[src/rtl/sharp_pkg.sv]
// Shared types and constants for the 3x3 sharpen filter.
// Used by every module of the block; depends on nothing else.
package sharp_pkg;

    localparam int MAX_WIDTH   = 2048;
    localparam int COL_W       = $clog2(MAX_WIDTH);
    localparam int ROW_W       = 12;
    localparam int DIM_W       = 12;
    localparam int CHAN_W      = 8;
    localparam int NUM_COLOR   = 3;
    localparam int SUM_W       = 12;
    localparam int LANES       = 4;
    localparam int LANE_IDX_W  = $clog2(LANES);
    localparam int QUEUE_DEPTH = 8;
    localparam int QPTR_W      = $clog2(QUEUE_DEPTH);
    localparam int QCNT_W      = QPTR_W + 1;
    localparam int NCNT_W      = $clog2(LANES) + 1;
    localparam int APB_DATA_W  = 32;
    localparam int APB_ADDR_W  = 3;

    // Kernel: the center weighs CENTER_WEIGHT, each edge neighbor (up, left, right, down) weighs -1, corners 0.
    localparam int CENTER_WEIGHT = 5;

    localparam logic [DIM_W-1:0] WIDTH_RESET  = DIM_W'(640);
    localparam logic [DIM_W-1:0] HEIGHT_RESET = DIM_W'(480);
    localparam logic [DIM_W-1:0] MIN_DIM      = DIM_W'(2);
    localparam logic [DIM_W-1:0] MAX_W_DIM    = DIM_W'(MAX_WIDTH);
    localparam logic [COL_W-1:0] MAX_COL      = COL_W'(MAX_WIDTH - 1);

    typedef enum logic {
        REG_FRAME_WIDTH  = 1'b0,
        REG_FRAME_HEIGHT = 1'b1
    } reg_index_t;

    typedef struct packed {
        logic [CHAN_W-1:0] alpha;
        logic [CHAN_W-1:0] blue;
        logic [CHAN_W-1:0] green;
        logic [CHAN_W-1:0] red;
    } pixel_t;

    typedef struct packed {
        pixel_t up;
        pixel_t left;
        pixel_t center;
        pixel_t right;
        pixel_t down;
    } nbhd_t;

    typedef struct packed {
        logic [CHAN_W-1:0]    red;
        logic [CHAN_W-1:0]    green;
        logic [CHAN_W-1:0]    blue;
        logic [CHAN_W-1:0]    alpha;
        logic [ROW_W-1:0]     row;
        logic [COL_W-1:0]     column;
        logic [NUM_COLOR-1:0] clipped;
        logic                 last;
    } result_t;

    typedef struct packed {
        logic             push;
        logic [LANES-1:0] lane_en;
    } merge_ctl_t;

endpackage

[src/rtl/sharp_lane.sv]
// One kernel lane: the sharpen sum of red, green and blue for one output pixel.
// Depends on sharp_pkg for the neighborhood and result types.
module sharp_lane (
    input  sharp_pkg::nbhd_t            nb,
    input  logic [sharp_pkg::ROW_W-1:0] row,
    input  logic [sharp_pkg::COL_W-1:0] column,
    output sharp_pkg::result_t          res
);
    import sharp_pkg::*;

    logic [SUM_W-1:0] sum [NUM_COLOR];

    // The sum lies in -1020..1275, so twelve bits in two's complement hold it
    // and any set bit above the low byte means it left 0..255.
    always_comb
    begin
        for (int i = 0; i < NUM_COLOR; i++)
        begin
            sum[i] = SUM_W'(CENTER_WEIGHT) * SUM_W'(nb.center[CHAN_W*i +: CHAN_W])
                   - SUM_W'(nb.up[CHAN_W*i +: CHAN_W])
                   - SUM_W'(nb.left[CHAN_W*i +: CHAN_W])
                   - SUM_W'(nb.right[CHAN_W*i +: CHAN_W])
                   - SUM_W'(nb.down[CHAN_W*i +: CHAN_W]);
        end
    end

    always_comb
    begin
        res.red     = sum[0][CHAN_W-1:0];
        res.green   = sum[1][CHAN_W-1:0];
        res.blue    = sum[2][CHAN_W-1:0];
        res.alpha   = nb.center.alpha;
        res.row     = row;
        res.column  = column;
        res.clipped = {|sum[2][SUM_W-1:CHAN_W], |sum[1][SUM_W-1:CHAN_W],
                       |sum[0][SUM_W-1:CHAN_W]};
        res.last    = 1'b0;
    end

endmodule

[config.mk]
export PLATFORM = sky130hd
export DESIGN_NAME = sharp_lane
export DESIGN_NICKNAME = d
export VERILOG_FILES = /design/src/rtl/sharp_pkg.sv /design/src/rtl/sharp_lane.sv
export SDC_FILE = /design/constraint.sdc
export NUM_CORES = 1
export LEC_CHECK = 0
export ABC_AREA = 1
export BUFFER_PORTS_ARGS = -buffer_cell sky130_fd_sc_hd__buf_2
export CORE_ASPECT_RATIO = 1.1
export CORE_UTILIZATION = 53
export DETAILED_ROUTE_END_ITERATION = 7
export GPL_TIMING_DRIVEN = 0
export PLACE_DENSITY = 0.88
export SYNTH_ARGS = -nofsm -noshare
export SYNTH_HDL_FRONTEND = slang
export SYNTH_SLANG_ARGS = --single-unit
[constraint.sdc]
create_clock -name vclk -period 10.2
set_input_delay 0.51 -clock vclk [all_inputs]
set_output_delay 0.51 -clock vclk [all_outputs]
set_load 0.01 [all_outputs]
# Yosys cells after proc, flatten, opt, wreduce, memory -nomap -nowiden
# Cells that the tools add are included.
[totals]
in_bits = 183
elab_cells = 18
reg_bits = 0
output_inout_bits = 59
[classes]
multipliers = 3
n_addsub = 12
n_reduce_logical = 3
[ops]
columns = ["cell", "n"]
rows = [
  ["$sub 12x8->12", 9],
  ["$sub 11x8->12", 3],
  ["$mul 3x8->11 const A", 3],
  ["$reduce_or 4->1", 3],
]

# Longest topological paths before layout
[logic_depth]
depth_word = 6
depth_mapped = 21
ltp_nobuf = 21

# Least setup slack after synthesis
# OpenSTA, ideal clock, no wires.
[synth_path]
path_type = "in2out"
startpoint = "input port nb[41] (netlist name)"
endpoint = "output port res[50] (netlist name)"
arrival_ns = 3.687
required_ns = 9.690
cell_stages = 18
path_buffers = 0
setup_slack_ns = 6.003
cell_sequence = "inv_1 > fa_1 > inv_1 > fa_1 > inv_1 > ha_1 > inv_1 > fa_1 > inv_1 > ha_1 > inv_1 > fa_1 > inv_1 > nand2_1 > nand2_1 > nand2_1 > o21ai_1 > xor2_1"
[synth_lines]
columns = ["item", "line_no", "source"]
rows = [
  ["from (decl)", "sharp_lane.sv:4", "input sharp_pkg::nbhd_t nb,"],
  ["to (decl)", "sharp_lane.sv:7", "output sharp_pkg::result_t res"],
]

==> impl_metrics.csv <==
group,metric,value,unit
worst_setup_path,worstPathMaxFanout,3,
routing,antenna_left,0,
logic_synthesis,synth_mux_area_frac,0,
worst_setup_path,cp.depth,20,
worst_setup_path,cp_num_buf_inv,9,
floorplanning,core-area,8964,um^2
timing,drv_slew,0,
grt,grt.overflow.total,0,
worst_setup_path,critical-path-top-delay-family,"adder cells",
power_and_ir_drop,power,1.524,mW
routing,vias,4404,
timing,fin_ws,5546,ps
floorplanning,fp.dieArea,9701,um^2
outcome,status,"complete, no violations",
place,port_buffers,178,
worst_setup_path,slowest_stage,"fa_1",
worst_setup_path,path_class,"input port to output port",
place,dp_hpwl,9225,um
grt,grt_pass1_wl,16150,um
logic_synthesis,postSynthAreaPerCell,7.183,um^2
worst_setup_path,crit_end,"res[50]",
logic_synthesis,synth_top_family_by_area,"adder cells",
routing,dr.pass1.iters,4,
floorplanning,fp.dieW,94,um
worst_setup_path,crit_start,"nb[41]",
floorplanning,start_util,0.5505,
place,post-place-ws,5554,ps
routing,routedWlPerCell,9.763,um
power_and_ir_drop,power_density,255.3,nW/um^2
logic_synthesis,synth_seq_area_share,0,
timing,setup-violations-final,0,
worst_setup_path,cp_common_cell,"inv_1",
flow_run,max_cap_viol_count,0,
logic_synthesis,synthesis.nets,1029,
grt,grt_max_degree,7,
routing,via_per_inst,4.494,
logic_synthesis,synth_top_cell_by_area,"fa_1",
logic_synthesis,synth_most_common_cell,"inv_1",
final_layout,synthToLayoutAreaGrowth,20.99,%
grt,grt_usage,0.2032,
timing,fmax,214.8,MHz
place,place_inst,979,
logic_synthesis,synth_compound_area_frac,0.01826,
logic_synthesis,ys_top_cells_by_area,"fa_1, inv_1, ha_1, nand2_1, buf_4",
logic_synthesis,synthesis.area,4935,um^2
final_layout,clkbuf_count,0,
timing,min_period_over_period,0.4563,
routing,drc,0,
final_layout,regArea,0,um^2
final_layout,layout-drive-gt1-share,0.2474,
final_layout,design.seq.count,0,
final_layout,instances_no_fill,980,
place,gp_congestion,0.8917,
worst_setup_path,endpoint_kind,"output port",
power_and_ir_drop,power_leakage,3.952,nW
routing,routed_wl,9568,um
final_layout,post-route-util,0.6661,
routing,drt-initial-drc-count,75,
timing,fin_crit,4654,ps
logic_synthesis,synth_cell_types,17,
timing,rsz0062_at_grt,"false",
floorplanning,die_y,103.2,um
logic_synthesis,synth_top_cells_by_count,"inv_1, nand2_1, fa_1, ha_1, buf_4",
grt,antenna_found_initial,0,
grt,grt_pass1_vias,4163,
worst_setup_path,cp_data_required_time,9690,ps
timing,hold_violations,0,
logic_synthesis,yosysWarningCount,0,
cts,postCtsSetupBuffers,0,
floorplanning,rows,36,
logic_synthesis,netlist.area_leader.share,0.3651,
hold_path,hold_path_class,"input port to output port",
floorplanning,io_pins,242,
power_and_ir_drop,ir_drop,0.1989,mV
logic_synthesis,synth-simple-area-share,0.1671,
worst_setup_path,cp-start-kind,"input port",
logic_synthesis,post_synth_fa_ha_maj_area_fraction,0.5401,
worst_setup_path,cp_cell_sequence,"buf_2 > inv_1 > fa_1 > inv_1 > fa_1 > inv_1 > ha_1 > inv_1 > fa_1 > inv_1 > ha_1 > inv_1 > fa_1 > inv_1 > nand2_1 > nand2_1 > nand2_1 > o21ai_1 > xor2_1 > buf_2",
worst_setup_path,crit_arrival,4140,ps
cts,postCtsResizedCells,0,
logic_synthesis,synthCells,687,
final_layout,fin_nets,1209,
logic_synthesis,synth_xor_area_frac,0.02662,
cts,cts_hold_buf,0,
timing,finalSetupTns,0,ps
worst_setup_path,cpPeakStageDelay,530,ps
==> how the worst min path moves through the flow <==
stage	start	to	slack, ps	cells after the start
3_3_place_gp	nb[94]	res[33]	1200	2
6_report	nb[88]	res[27]	1200	2
4_1_cts	nb[91]	res[30]	1200	2
3_5_place_dp	column[7]	res[11]	1200	2
5_1_grt	row[4]	res[19]	1210	2
2_1_floorplan	column[6]	res[10]	1110	1
==> kinds of logic (layout without fill, tap and decap cells) <==
logic type	Yosys count	in the layout
AOI/OAI and AO/OA	18	18
xor gates and xnor gates	15	15
adders and majority gates	159	159
buffers and inverters	293	471
other	1	2
and+or+nand+nor	201	201
==> layout by cell type, fill, tap and decap left out, drive strengths merged <==
cell,netlist,routed
xnor2,6,6
nor2,26,26
diode,0,1
buf,32,210
or2,4,4
nand2,137,137
fa,90,90
nand3,28,28
conb,1,1
nand4,6,6
xor2,9,9
o21ai,5,5
a21oi,13,13
inv,261,261
ha,69,69
==> metrics by stage <==
| step | area (um^2) | hold slack, ps |
|---|---|---|
| finish | 5971 | 1203 |
| global route | 5968 | 1206 |
| CTS | 5968 | 1204 |
| detailed placement | 5968 | 1204 |
| global placement | 5968 | 1203 |
| floorplan | 4935 | 1112 |
==> metal layers <==
layer,vias up,GRT usage,part of all wire
li1,2258,-,-
met1,1991,0.2302,0.39
met2,147,0.4278,0.54
met3,8,0.007310,0.056
met4,0,0.02485,0.0096
met5,-,0,0
==> power by group <==
| part | total (mW) | internal (mW) | switching [mW] |
|---|---|---|---|
| registers | 0 | 0 | 0 |
| clock network | 0.0000000132 | 0.0000000131 | 0 |
| logic | 1.52 | 0.621 | 0.904 |
| total | 1.52 | 0.621 | 0.904 |
==> cell type report <==
cell class                 count  area (um^2)
timing repair buffer         178        890.9
tap                          114        142.6
fill                         776         2993
inverter                     261        979.7
buffer                        32        240.2
antenna                        1        2.502
multi-input combinational    394         3715
Power figures use the tool's default switching activity.
